[config.mk]
export PLATFORM = sky130hd
export DESIGN_NAME = ascii_integer_parser_core_flat
export DESIGN_NICKNAME = d
export VERILOG_FILES = /design/src/hdl/aip_pkg.sv /design/src/hdl/aip_ifs.sv /design/src/hdl/aip_front.sv /design/src/hdl/aip_queue.sv /design/src/hdl/aip_back.sv /design/src/hdl/ascii_integer_parser_core.sv /design/src/flat_wrapper.sv
export SDC_FILE = /design/constraint.sdc
export NUM_CORES = 1
export LEC_CHECK = 0
export ABC_CLOCK_PERIOD_IN_PS = 9350
export BUFFER_PORTS_ARGS = -buffer_cell sky130_fd_sc_hd__buf_2
export CORE_MARGIN = 2
export CORE_UTILIZATION = 53
export CTS_CLUSTER_SIZE = 28
export DETAILED_ROUTE_END_ITERATION = 6
export PLACE_DENSITY = 0.71
export SETUP_SLACK_MARGIN = 0.3
export SYNTH_ARGS = -nofsm -noshare
export SYNTH_HDL_FRONTEND = slang
export SYNTH_SLANG_ARGS = --single-unit
[constraint.sdc]
create_clock -name clk -period 9.35 [get_ports clk]
set_input_delay 0.4675 -clock clk [delete_from_list [all_inputs] [get_ports clk]]
set_output_delay 0.4675 -clock clk [all_outputs]
set_load 0.1 [all_outputs]
[src/hdl/aip_pkg.sv]
package aip_pkg;

  localparam int CH_W      = 8;
  localparam int VALUE_W   = 32;
  localparam int OFF_W     = 16;
  localparam int RADIX_W   = 6;
  localparam int DIGIT_W   = 6;
  localparam int MAX_CHARS = 65535;

  localparam logic [OFF_W-1:0] OFF_CAP =
    OFF_W'((MAX_CHARS < 65535) ? MAX_CHARS : 65535);

  localparam int QDEPTH  = 2;
  localparam int QPTR_W  = $clog2(QDEPTH);
  localparam int QCNT_W  = $clog2(QDEPTH + 1);

  localparam logic [RADIX_W-1:0] RADIX_RST  = RADIX_W'(10);
  localparam logic [RADIX_W-1:0] RADIX_AUTO = RADIX_W'(0);
  localparam logic [RADIX_W-1:0] BASE_DEC   = RADIX_W'(10);
  localparam logic [RADIX_W-1:0] BASE_HEX   = RADIX_W'(16);

  localparam logic [DIGIT_W-1:0] DIGIT_NONE = '1;
  localparam logic [CH_W-1:0]    ALPHA_OFS  = CH_W'(10);

  localparam logic [CH_W-1:0] CH_SPACE = 8'h20;
  localparam logic [CH_W-1:0] CH_TAB   = 8'h09;
  localparam logic [CH_W-1:0] CH_LF    = 8'h0A;
  localparam logic [CH_W-1:0] CH_PLUS  = 8'h2B;
  localparam logic [CH_W-1:0] CH_MINUS = 8'h2D;
  localparam logic [CH_W-1:0] CH_ZERO  = 8'h30;
  localparam logic [CH_W-1:0] CH_NINE  = 8'h39;
  localparam logic [CH_W-1:0] CH_UA    = 8'h41;
  localparam logic [CH_W-1:0] CH_UZ    = 8'h5A;
  localparam logic [CH_W-1:0] CH_LA    = 8'h61;
  localparam logic [CH_W-1:0] CH_LZ    = 8'h7A;
  localparam logic [CH_W-1:0] CH_UX    = 8'h58;
  localparam logic [CH_W-1:0] CH_LX    = 8'h78;

  typedef struct packed {
    logic               first;
    logic               is_space;
    logic               is_sign;
    logic               is_minus;
    logic               is_zero;
    logic               is_x;
    logic [DIGIT_W-1:0] digit;
  } cls_t;

  typedef enum logic [4:0] {
    PH_DONE   = 5'b00001,
    PH_SPACE  = 5'b00010,
    PH_SIGNED = 5'b00100,
    PH_ZERO   = 5'b01000,
    PH_DIGITS = 5'b10000
  } phase_t;

  function automatic logic [DIGIT_W-1:0] digit_of(input logic [CH_W-1:0] c);
    logic [DIGIT_W-1:0] d;
    d = DIGIT_NONE;
    if (c >= CH_ZERO && c <= CH_NINE) begin
      d = DIGIT_W'(c - CH_ZERO);
    end else if (c >= CH_LA && c <= CH_LZ) begin
      d = DIGIT_W'(c - CH_LA + ALPHA_OFS);
    end else if (c >= CH_UA && c <= CH_UZ) begin
      d = DIGIT_W'(c - CH_UA + ALPHA_OFS);
    end
    return d;
  endfunction

endpackage

[src/hdl/aip_ifs.sv]
interface aip_in_if;
  logic                     valid;
  logic                     ready;
  logic [aip_pkg::CH_W-1:0] ch;
  logic                     first;
  modport source(output valid, ch, first, input ready);
  modport sink(input valid, ch, first, output ready);
endinterface

interface aip_out_if;
  logic                               valid;
  logic                               ready;
  logic signed [aip_pkg::VALUE_W-1:0] value;
  logic [aip_pkg::OFF_W-1:0]          end_offset;
  modport source(output valid, value, end_offset, input ready);
  modport sink(input valid, value, end_offset, output ready);
endinterface

interface aip_cfg_if;
  logic                        valid;
  logic                        ready;
  logic [aip_pkg::RADIX_W-1:0] radix;
  modport source(output valid, radix, input ready);
  modport sink(input valid, radix, output ready);
endinterface

[src/hdl/aip_front.sv]
module aip_front (
  input  logic          clk,
  input  logic          rst_n,
  aip_in_if.sink        in_chan,
  output logic          cls_vld,
  input  logic          cls_rdy,
  output aip_pkg::cls_t cls
);

  logic          vld_r;
  aip_pkg::cls_t cls_r;
  aip_pkg::cls_t cls_nxt;
  logic          accept;

  assign in_chan.ready = !vld_r || cls_rdy;
  assign accept        = in_chan.valid && in_chan.ready;
  assign cls_vld       = vld_r;
  assign cls           = cls_r;

  always_comb begin
    cls_nxt.first    = in_chan.first;
    cls_nxt.is_space = (in_chan.ch == aip_pkg::CH_SPACE) || (in_chan.ch == aip_pkg::CH_TAB) ||
                       (in_chan.ch == aip_pkg::CH_LF);
    cls_nxt.is_sign  = (in_chan.ch == aip_pkg::CH_PLUS) || (in_chan.ch == aip_pkg::CH_MINUS);
    cls_nxt.is_minus = (in_chan.ch == aip_pkg::CH_MINUS);
    cls_nxt.is_zero  = (in_chan.ch == aip_pkg::CH_ZERO);
    cls_nxt.is_x     = (in_chan.ch == aip_pkg::CH_LX) || (in_chan.ch == aip_pkg::CH_UX);
    cls_nxt.digit    = aip_pkg::digit_of(in_chan.ch);
  end

  always_ff @(posedge clk) begin
    if (!rst_n) begin
      vld_r <= 1'b0;
    end else if (in_chan.ready) begin
      vld_r <= in_chan.valid;
    end
  end

  always_ff @(posedge clk) begin
    if (accept) begin
      cls_r <= cls_nxt;
    end
  end

endmodule

[src/hdl/aip_queue.sv]
module aip_queue (
  input  logic          clk,
  input  logic          rst_n,
  input  logic          push_vld,
  output logic          push_rdy,
  input  aip_pkg::cls_t push_data,
  output logic          pop_vld,
  input  logic          pop,
  output aip_pkg::cls_t pop_data
);

  aip_pkg::cls_t               mem_r [aip_pkg::QDEPTH];
  logic [aip_pkg::QPTR_W-1:0]  wr_ptr_r;
  logic [aip_pkg::QPTR_W-1:0]  rd_ptr_r;
  logic [aip_pkg::QCNT_W-1:0]  count_r;
  logic [aip_pkg::QCNT_W-1:0]  count_nxt;
  logic                        push;
  logic                        pop_ok;

  assign push_rdy = (count_r != aip_pkg::QCNT_W'(aip_pkg::QDEPTH));
  assign pop_vld  = (count_r != '0);
  assign push     = push_vld && push_rdy;
  assign pop_ok   = pop && pop_vld;
  assign pop_data = mem_r[rd_ptr_r];

  always_comb begin
    count_nxt = count_r;
    case ({push, pop_ok})
      2'b10:   count_nxt = count_r + 1'b1;
      2'b01:   count_nxt = count_r - 1'b1;
      default: count_nxt = count_r;
    endcase
  end

  always_ff @(posedge clk) begin
    if (!rst_n) begin
      wr_ptr_r <= '0;
      rd_ptr_r <= '0;
      count_r  <= '0;
    end else begin
      count_r <= count_nxt;
      if (push) begin
        wr_ptr_r <= wr_ptr_r + 1'b1;
      end
      if (pop_ok) begin
        rd_ptr_r <= rd_ptr_r + 1'b1;
      end
    end
  end

  always_ff @(posedge clk) begin
    if (push) begin
      mem_r[wr_ptr_r] <= push_data;
    end
  end

endmodule

[src/hdl/aip_back.sv]
module aip_back (
  input  logic                        clk,
  input  logic                        rst_n,
  input  logic                        head_vld,
  input  aip_pkg::cls_t               head,
  output logic                        pop,
  input  logic [aip_pkg::RADIX_W-1:0] radix,
  aip_out_if.source                   out_chan
);

  aip_pkg::phase_t              ph_r, ph_nxt, ph;
  logic                         neg_r, neg_nxt, neg;
  logic [aip_pkg::VALUE_W-1:0]  acc_r, acc_nxt, acc;
  logic [aip_pkg::RADIX_W-1:0]  base_r, base_nxt, base;
  logic [aip_pkg::OFF_W-1:0]    cons_r, cons_nxt, cons, cons_inc;
  logic [aip_pkg::RADIX_W-1:0]  auto_base;
  logic [aip_pkg::RADIX_W-1:0]  zero_base;
  logic [aip_pkg::RADIX_W-1:0]  tb;
  logic                         zero_ok;
  logic                         take;
  logic                         emit;
  logic                         out_free;

  logic                         out_vld_r;
  logic [aip_pkg::VALUE_W-1:0]  value_r;
  logic [aip_pkg::OFF_W-1:0]    off_r;

  assign ph   = head.first ? aip_pkg::PH_SPACE : ph_r;
  assign neg  = head.first ? 1'b0 : neg_r;
  assign acc  = head.first ? '0 : acc_r;
  assign base = head.first ? '0 : base_r;
  assign cons = head.first ? '0 : cons_r;

  assign cons_inc  = (cons < aip_pkg::OFF_CAP) ? cons + 1'b1 : cons;
  assign auto_base = (radix == aip_pkg::RADIX_AUTO) ? aip_pkg::BASE_DEC : radix;
  assign zero_base = (radix == aip_pkg::RADIX_AUTO) ? aip_pkg::BASE_DEC : aip_pkg::BASE_HEX;
  assign zero_ok   = ((radix == aip_pkg::RADIX_AUTO) || (radix == aip_pkg::BASE_HEX)) &&
                     head.is_zero;

  always_comb begin
    ph_nxt   = ph;
    neg_nxt  = neg;
    acc_nxt  = acc;
    base_nxt = base;
    cons_nxt = cons;
    take     = 1'b0;
    tb       = base;
    emit     = 1'b0;
    unique case (ph)
      aip_pkg::PH_SPACE, aip_pkg::PH_SIGNED: begin
        if (ph == aip_pkg::PH_SPACE && head.is_space) begin
          cons_nxt = cons_inc;
        end else if (ph == aip_pkg::PH_SPACE && head.is_sign) begin
          neg_nxt  = head.is_minus;
          cons_nxt = cons_inc;
          ph_nxt   = aip_pkg::PH_SIGNED;
        end else if (zero_ok) begin
          cons_nxt = cons_inc;
          ph_nxt   = aip_pkg::PH_ZERO;
        end else begin
          take     = 1'b1;
          tb       = auto_base;
          base_nxt = auto_base;
        end
      end
      aip_pkg::PH_ZERO: begin
        if (head.is_x) begin
          base_nxt = aip_pkg::BASE_HEX;
          cons_nxt = cons_inc;
          ph_nxt   = aip_pkg::PH_DIGITS;
        end else begin
          take     = 1'b1;
          tb       = zero_base;
          base_nxt = zero_base;
        end
      end
      aip_pkg::PH_DIGITS: begin
        take = 1'b1;
      end
      aip_pkg::PH_DONE: begin
        ph_nxt = aip_pkg::PH_DONE;
      end
      default: begin
        ph_nxt = aip_pkg::PH_DONE;
      end
    endcase
    if (take) begin
      if (head.digit < tb) begin
        acc_nxt  = acc * aip_pkg::VALUE_W'(tb) + aip_pkg::VALUE_W'(head.digit);
        cons_nxt = cons_inc;
        ph_nxt   = aip_pkg::PH_DIGITS;
      end else begin
        emit   = 1'b1;
        ph_nxt = aip_pkg::PH_DONE;
      end
    end
  end

  assign out_free = !out_vld_r || out_chan.ready;
  assign pop      = head_vld && (!emit || out_free);

  always_ff @(posedge clk) begin
    if (!rst_n) begin
      ph_r   <= aip_pkg::PH_DONE;
      neg_r  <= 1'b0;
      acc_r  <= '0;
      base_r <= '0;
      cons_r <= '0;
    end else if (pop) begin
      ph_r   <= ph_nxt;
      neg_r  <= neg_nxt;
      acc_r  <= acc_nxt;
      base_r <= base_nxt;
      cons_r <= cons_nxt;
    end
  end

  always_ff @(posedge clk) begin
    if (!rst_n) begin
      out_vld_r <= 1'b0;
    end else if (pop && emit) begin
      out_vld_r <= 1'b1;
    end else if (out_chan.ready) begin
      out_vld_r <= 1'b0;
    end
  end

  always_ff @(posedge clk) begin
    if (pop && emit) begin
      value_r <= neg ? ('0 - acc) : acc;
      off_r   <= cons;
    end
  end

  assign out_chan.valid      = out_vld_r;
  assign out_chan.value      = $signed(value_r);
  assign out_chan.end_offset = off_r;

endmodule

[src/hdl/ascii_integer_parser_core.sv]
// Streaming signed-integer parser, one character per request.
// in_chan:  ch and first; first marks the opening character of a string.
// out_chan: value (signed 32 bit, wrapped) and end_offset (16 bit, saturated),
//           at most one result per string, sent on the character that stops the parse.
// cfg_chan: radix, 0 for auto (0x prefix gives hex, else decimal); always ready,
//           write only while no string is in flight.
// Throughput: one character per cycle sustained while out_chan takes results.
// Each digit character costs one multiply-add of the accumulator by the active
// base in the back end. A stopping character passes the front classify register,
// a queue entry and the back end output register before out_chan.valid rises.
// Stall: out_chan holds its result until taken; the back end keeps consuming
// characters that produce no result. A second stopping character waits at the
// queue head, and once one more request fills the queue and one the front
// register, in_chan.ready drops.
// Reset: parse state returns to done (characters without first are dropped),
// radix returns to 10, queue and output are emptied.
module ascii_integer_parser_core (
  input  logic      clk,
  input  logic      rst_n,
  aip_in_if.sink    in_chan,
  aip_out_if.source out_chan,
  aip_cfg_if.sink   cfg_chan
);

  logic                        cls_vld;
  logic                        cls_rdy;
  aip_pkg::cls_t               cls;
  logic                        head_vld;
  aip_pkg::cls_t               head;
  logic                        pop;
  logic [aip_pkg::RADIX_W-1:0] radix_r;

  assign cfg_chan.ready = 1'b1;

  always_ff @(posedge clk) begin
    if (!rst_n) begin
      radix_r <= aip_pkg::RADIX_RST;
    end else if (cfg_chan.valid && cfg_chan.ready) begin
      radix_r <= cfg_chan.radix;
    end
  end

  aip_front u_front (
    .clk     (clk),
    .rst_n   (rst_n),
    .in_chan (in_chan),
    .cls_vld (cls_vld),
    .cls_rdy (cls_rdy),
    .cls     (cls)
  );

  aip_queue u_queue (
    .clk       (clk),
    .rst_n     (rst_n),
    .push_vld  (cls_vld),
    .push_rdy  (cls_rdy),
    .push_data (cls),
    .pop_vld   (head_vld),
    .pop       (pop),
    .pop_data  (head)
  );

  aip_back u_back (
    .clk      (clk),
    .rst_n    (rst_n),
    .head_vld (head_vld),
    .head     (head),
    .pop      (pop),
    .radix    (radix_r),
    .out_chan (out_chan)
  );

endmodule

[src/flat_wrapper.sv]
// flat-port wrapper written by rule: the top's interface ports become plain ports
module ascii_integer_parser_core_flat 
  (clk, rst_n, in_chan_valid, in_chan_ch, in_chan_first, in_chan_ready, out_chan_valid, out_chan_value, out_chan_end_offset, out_chan_ready, cfg_chan_valid, cfg_chan_radix, cfg_chan_ready);
  aip_in_if in_chan_i ();
  aip_out_if out_chan_i ();
  aip_cfg_if cfg_chan_i ();
  input  logic clk;
  input  logic rst_n;
  input wire logic [$bits(in_chan_i.valid)-1:0] in_chan_valid;
  input wire logic [$bits(in_chan_i.ch)-1:0] in_chan_ch;
  input wire logic [$bits(in_chan_i.first)-1:0] in_chan_first;
  output wire logic [$bits(in_chan_i.ready)-1:0] in_chan_ready;
  output wire logic [$bits(out_chan_i.valid)-1:0] out_chan_valid;
  output wire logic [$bits(out_chan_i.value)-1:0] out_chan_value;
  output wire logic [$bits(out_chan_i.end_offset)-1:0] out_chan_end_offset;
  input wire logic [$bits(out_chan_i.ready)-1:0] out_chan_ready;
  input wire logic [$bits(cfg_chan_i.valid)-1:0] cfg_chan_valid;
  input wire logic [$bits(cfg_chan_i.radix)-1:0] cfg_chan_radix;
  output wire logic [$bits(cfg_chan_i.ready)-1:0] cfg_chan_ready;
  assign in_chan_i.valid = in_chan_valid;
  assign in_chan_i.ch = in_chan_ch;
  assign in_chan_i.first = in_chan_first;
  assign in_chan_ready = in_chan_i.ready;
  assign out_chan_valid = out_chan_i.valid;
  assign out_chan_value = out_chan_i.value;
  assign out_chan_end_offset = out_chan_i.end_offset;
  assign out_chan_i.ready = out_chan_ready;
  assign cfg_chan_i.valid = cfg_chan_valid;
  assign cfg_chan_i.radix = cfg_chan_radix;
  assign cfg_chan_ready = cfg_chan_i.ready;
  ascii_integer_parser_core u_core (.clk(clk), .rst_n(rst_n), .in_chan(in_chan_i), .out_chan(out_chan_i), .cfg_chan(cfg_chan_i));
endmodule
* Word level (Yosys, flattened, before mapping) *
Memories as Yosys holds them, arrays and structs flattened. A register that Yosys moved wholly into a read port is not among the register bits.
Index checks and enable logic that the tools add are counted.
Widths: inputs -> output; s select.

cells by class
  $lt $le $gt $ge = 8
  div/mod/pow operators = 0
  multiplexer cells = 52
  $mul = 1
  shifts and indexed selects = 0
  reductions and logical operators = 27
  equality and inequality tests = 16
  bitwise gates (word level) = 0
  $add $sub $neg = 12

operators by type and width
  operator               number
  $mux 16                8
  $mux 32                4
  $mux 6                 9
  $mux 5                 9
  $add 32x6->32          1
  $eq 8x6->1 const B     4
  $mul 32x6->32          1
  $pmux 16 s2            1
  $sub 1x32->32 const A  1
  $pmux 6 s2             2
  $add 16x1->16 const B  1
  $eq 8x4->1 const B     2
  $eq 8x7->1 const B     2
  $ge 8x7->1 const B     2
  $le 8x7->1 const B     2
  $lt 16x16->1 const B   1
  $mux 1                 16
  $pmux 5 s3             1
  $add 6x4->6 const B    2
  $sub 6x6->6 const B    2
  $logic_and 1x1->1      11
  $ge 8x6->1 const B     1
  $le 8x6->1 const B     1
  $logic_or 1x1->1       8
  other kinds (19)       24

word-level totals
  latch bits = 0
  memories kept = 1
  flip-flop bits (word level) = 132
  output and inout port bits = 51
  bits of input ports = 20
  bits in read-only memories = 0
  word-level logic and storage cells = 137
  RAM bits = 24

memories
  memory                depth  bits a word  rd ports  clocked after memory_dff  write ports  RTL line         text
  u_core.u_queue.mem_r  2      12           1         1                         1            aip_queue.sv:12  aip_pkg::cls_t mem_r [aip_pkg::QDEPTH];

* Longest topological paths before layout *
  depth in word-level cells = 16
  gate-level depth with buffers = 29
  mapped depth without buffers = 26

* Modules after synthesis *
Synthesis repeated with hierarchy kept, for this count alone.

unflattened totals
  cells, all modules = 1347
  area total of the unflattened synthesis = 12909.9 um^2

modules (own cells, without submodules)
  module                     instances  sequential area each (um^2)  area each (um^2)  cells an instance
  aip_back                   1          2662.6                       10641.5           1171
  aip_queue                  1          820.8                        1087.3            62
  aip_front                  1          380.4                        945.9             93
  ascii_integer_parser_core  1          120.1                        235.2             21

* Least setup slack after synthesis *
OpenSTA, ideal clock, no wires.

  path kind = flip-flop to flip-flop
  start point = reg u_core.radix_r[0] (netlist bit)
  end point = reg u_core.u_back.acc_r[30] (netlist bit)
  stages on the path, launching flop included = 26
  path slack = 2603 ps
  setup time = 121 ps
  required time = 9229 ps
  buffers on the path = 2
  data arrival time = 6626 ps
  clock period less this slack = 6747 ps
  cells stage by stage = dfxtp_1 or4_4 or3_1 clkbuf_1 o21ai_0 mux2i_1 a21o_1 a21oi_1 clkbuf_1 or2_2 fa_1 fa_1 inv_1 fa_1 inv_1 fa_1 inv_1 ha_1 a2111oi_0 o31ai_1 a211o_1 nand4_1 a21oi_1 a2111oi_0 xor2_1 o21ai_0

on the way
  longest elaborated chain between the ends = 13
  elaborated cells on any way between the ends = 25
  those cells by class = 1 x add/sub; 1 x mul; 1 x order compare; 1 x eq/ne; 15 x mux; 6 x reduce/logical

RTL lines
  what                                                    RTL line                         text
  start, declared                                         ascii_integer_parser_core.sv:31  logic [aip_pkg::RADIX_W-1:0] radix_r;
  start signal, assigned                                  ascii_integer_parser_core.sv:37  radix_r <= aip_pkg::RADIX_RST;
  start signal, assigned                                  ascii_integer_parser_core.sv:39  radix_r <= cfg_chan.radix;
  branches (longest 13 deep; another with $mul 32x6->32)  -
  end signal, assigned                                    aip_back.sv:112                  acc_r <= acc_nxt;
  end, declared                                           aip_back.sv:13                   logic [aip_pkg::VALUE_W-1:0] acc_r, acc_nxt, acc;

Parallel ways; which one is timed is not known.
A chain may end at the register's enable or synchronous reset.

==> summary.md <==
| Metric | Value |
|---|---|
| Status | completed |
| Boundary Pins | between 70 and 80 |
| Number of setup buffers added after CTS | 0 |
| Final GP Congestion | a little over 0.9 |
| Number of global-route vias before repair | approximately 9900 |
| Data arrival time of the critical path | between 8 and 9 ns |
| Average via count per standard cell | approximately 5.8 |
| Average cell area after synthesis | between 9 and 10 µm² |
| Die footprint | approximately 26000 µm² |
| Setup Skew | approximately 0.012 ns |
| Overall global routing resource usage | 24.1% |
| Number of vias in the routed layout | 10170 |
| Wire length of the first global-routing pass | 50000 µm |
| HPWL after DPL | ~22000 µm |
| Setup Viol. Count Final | 0 |
| End of the worst register-to-register path | u_core.u_back.acc_r[22] |
| Portion of the clock cycle consumed by the worst path in the final layout | between 80 and 90% |
| Count of port buffers added during placement | 69 |
| CP dominant cell by count | sky130_fd_sc_hd__fa_1 |
| Initial antenna violation count | 1 |
| Drt pass-1 iters | 7 |
| Required time reported for the critical path endpoint | 9.65 ns |
| CTS clock-pin slew for the worst setup and hold paths | 0.07 ns |
| CP max FO | 29 |
| Cell breakdown of the critical path | mux2i_4 -> nand4_1 -> nor3b_1 -> a21o_1 -> a21oi_2 -> buf_4 -> or2_2 -> fa_1 -> fa_1 -> inv_1 -> fa_1 -> inv_1 -> fa_1 -> inv_1 -> ha_1 -> o21a_1 -> o21ai_0 -> o31ai_1 -> a21oi_1 -> o21ai_0 -> a31oi_1 -> xnor2_1 -> a22oi_1 -> nor2_1 |
| Yosys warnings | 0 |
| ANT nets after route | 0 |
| Num CTS Buffers | 17 |
| Worst-path cell with the longest stage delay | sky130_fd_sc_hd__dfxtp_1 |
| Wirelength, routed | 29600 µm |
| Worst slew slack as a fraction of its limit | roughly 28% |
| Startpoint type of the worst setup path | flip-flop |
| Worst path max stage delay | 0.85 ns |
| Post-synth cell types | between 80 and 90 |
| Number of cells on the critical path | 24 |
| Average detailed-routed wire length per instance | 16.9 µm |
| Number of placement rows | 57 |
| Max-slew violation count | 0 |
| Max IR drop VDD | roughly 0.11 mV |
| Fill count | approximately 2100 |
| Type of the setup path with the least slack | flip-flop to flip-flop |
| Sequential-to-total area share from yosys stat | 30.8% |
| Total power per unit cell area | 164 nW/µm² |
| Area growth from synthesis to layout | 9.37% |
| Flop-to-flop setup slack | 1.25 ns |
| Placeable Area | 24100 µm² |
| Violation count after the first detailed-route iteration | around 920 |
| Die Span Y | between 150 and 200 µm |
| Total number of H-tree levels | 4 |
| Layout cells sized above 1 | between 10 and 15% |
| Cts hold-fix bufs | 0 |
| Setup TNS | 0 ns |
| Number of buffer and inverter instances along the worst setup path | 4 |
| Number of enable flip-flop cells after synthesis | 84 |
| Met1 Usage GRT | between 30% and 40% |
| Top post-synthesis cells by area | sky130_fd_sc_hd__edfxtp_1 20%, sky130_fd_sc_hd__fa_1 17%, sky130_fd_sc_hd__dfxtp_1 11% |
| Async set-reset flop share out of synthesis | 0% |
| Min-Delay Path Class | primary input to flip-flop |
| Fmax | around 120 MHz |
| Area of the mapped netlist | between 10000 and 15000 µm² |
| Leakage power | around 6.1 nW |
| Last element of the critical path | u_core.u_back.acc_r[22] |
| Post-synth top area share | between 10% and 20% |
| Finished Core Util | between 50% and 60% |
| Clock tree buffer depth | 2 |
| CP delay by family, top | adder cells |
| Maximum number of pins on one net before global-route repair | 63 |
| Dominant register cell in the synthesized netlist | sky130_fd_sc_hd__edfxtp_1 |
| #FFs+latches synth | between 150 and 200 |
| Final-report hold violation count | 0 |
| TritonCTS clock tree | yes |
| Cells after synthesis | 1385 |
| Die Span X | around 160 µm |
| Clock sink total | 157 |
| Hold WS | just over 0.2 ns |
| Post-Synthesis Net Count | between 1500 and 2000 |
| Global-route layer with the greatest usage | met2 |
| Worst-margin pin slew | approximately 1.1 ns |
| Worst Setup End Kind | flip-flop |
| Count of max-cap constraint violations | 0 |
| Clock root buffer master | sky130_fd_sc_hd__clkbuf_16 |
| Number of gates resized after cts | 0 |
| Depth of the most critical reg-to-reg path | 24 |
| Final critical-path required period | slightly above 8 ns |
| Initial cell density of the core | a little over half |
| RSZ-0062 raised after global routing | false |
| Grt total ovfl | 0 |
| Final Net Count | ~1600 |
| Worst-Skew Late Latency | 0.44 ns |
| Met2 routing resource usage after global routing | between 30% and 40% |
| Cell taking the most area after synthesis | sky130_fd_sc_hd__edfxtp_1 |
| Number of DRC violations after detailed routing | 0 |
| Global Route met3 Usage | ~4.8% |
[layer usage]
| metal | up-vias | share of wire, % |
|---|---|---|
| li1 | 4871 | - |
| met1 | 4916 | 45 |
| met2 | 323 | 46 |
| met3 | 60 | 6.6 |
| met4 | 0 | 2.5 |
| met5 | - | 0 |
[final cells by class]
cell class	count	area [µm²]	area share [%]
Inverter	48	180	1.28
Clock inverter	15	166	1.18
Sequential cell	157	3980	28.2
Tap cell	324	405	2.87
Antenna cell	1	2.50	0.0177
Multi-Input combinational cell	1112	8530	60.4
Timing Repair Buffer	81	435	3.08
Clock buffer	17	425	3.01
[Yosys cell counts (33+ instances only)]
library cell               number
sky130_fd_sc_hd__a21oi_1       64
sky130_fd_sc_hd__clkbuf_1      52
sky130_fd_sc_hd__dfxtp_1       73
sky130_fd_sc_hd__edfxtp_1      84
sky130_fd_sc_hd__fa_1         112
sky130_fd_sc_hd__ha_1          82
sky130_fd_sc_hd__inv_1         46
sky130_fd_sc_hd__nand2_1      109
sky130_fd_sc_hd__nor2_1       290
sky130_fd_sc_hd__o21ai_0       52
sky130_fd_sc_hd__xnor2_1       33
sky130_fd_sc_hd__xor2_1        38
[worst min path at each step]
| stage | from | endpoint | slack [ns] | depth (start not counted) |
|---|---|---|---|---|
| finish | in_chan_first | u_core.u_front.cls[11] | 0.21 | 1 |
| global route | in_chan_first | u_core.u_front.cls[11] | 0.19 | 1 |
| CTS | in_chan_first | u_core.u_front.cls[11] | 0.19 | 1 |
| detailed placement | u_core.u_front.cls[4] | u_core.u_queue.mem_r[1][4] | 0.43 | 0 |
| global placement | u_core.u_front.cls[5] | u_core.u_queue.mem_r[0][5] | 0.42 | 0 |
| floorplan | u_core.u_front.cls[0] | u_core.u_queue.mem_r[0][0] | 0.42 | 0 |
[cells by family after synthesis]
family	Yosys count	share of synthesized area (%)
XOR/XNOR	73	5.17
adder cells (fa/ha/maj)	194	25.3
AO/OA/AOI/OAI	266	14.0
multiplexers	21	1.69
other	1	0.0290
AND/OR/NAND/NOR	557	19.5
flip-flops	157	30.8
buffers and inverters	116	3.47
[state kept, by name (all words and copies together), names as in the netlist, named ones only]
signal and cells:
u_core.u_back.out_chan.value 32, u_core.u_back.base_r 6, u_core.radix_r 6, u_core.u_back.ph_r 5
u_core.u_back.out_chan.valid 1, u_core.u_back.cons_r 16, u_core.u_queue.rd_ptr_r 1, u_core.u_back.acc_r 32
u_core.u_back.neg_r 1, u_core.u_queue.count_r 2, u_core.u_front.cls_vld 1, u_core.u_queue.wr_ptr_r 1
u_core.u_back.out_chan.end_offset 16, u_core.u_queue.mem_r 24, u_core.u_front.cls 12
[worst reg2reg max path, stage by stage, from the launching register on]
cell and delay (ns):
sky130_fd_sc_hd__dfxtp_1 0.85, sky130_fd_sc_hd__mux2i_4 0.85, sky130_fd_sc_hd__nand4_1 0.38, sky130_fd_sc_hd__nor3b_1 0.47, sky130_fd_sc_hd__a21o_1 0.16, sky130_fd_sc_hd__a21oi_2 0.04, sky130_fd_sc_hd__buf_4 0.24, sky130_fd_sc_hd__or2_2 0.34
sky130_fd_sc_hd__fa_1 0.46, sky130_fd_sc_hd__fa_1 0.55, sky130_fd_sc_hd__inv_1 0.06, sky130_fd_sc_hd__fa_1 0.53, sky130_fd_sc_hd__inv_1 0.05, sky130_fd_sc_hd__fa_1 0.50, sky130_fd_sc_hd__inv_1 0.04, sky130_fd_sc_hd__ha_1 0.33
sky130_fd_sc_hd__o21a_1 0.12, sky130_fd_sc_hd__o21ai_0 0.10, sky130_fd_sc_hd__o31ai_1 0.66, sky130_fd_sc_hd__a21oi_1 0.23, sky130_fd_sc_hd__o21ai_0 0.46, sky130_fd_sc_hd__a31oi_1 0.18, sky130_fd_sc_hd__xnor2_1 0.15, sky130_fd_sc_hd__a22oi_1 0.16
sky130_fd_sc_hd__nor2_1 0.06
[power by group]
group / switching [mW] / internal [mW]
Clock: 0.326 / 0.360
Combinational: 0.594 / 0.187
Sequential: 0.0487 / 0.799
Total: 0.969 / 1.35
[cell usage in the layout, fill, tap and decap left out, drive strengths merged, types with 20 or more instances in the layout]
cell type  count
a21o          23
nand3         20
nor2         290
ha            82
xor2          38
dfxtp         73
edfxtp        84
fa           112
a21oi         64
o21ai         53
inv           57
and2          22
buf           81
nand2        109
a22oi         30
xnor2         33
[per-stage QoR]
stage	worst slack [ns]	area, µm²	std cells	power, mW
final	1.25	14100	1755	2.31
after global placement	1.47	13500	1722	1.63
after CTS	1.25	14100	1754	2.33
after detailed placement	1.27	13500	1722	1.64
after global routing	0.590	14100	1754	2.43
after floorplan	2.60	12900	1385	1.47
Power figures use the tool's default switching activity.
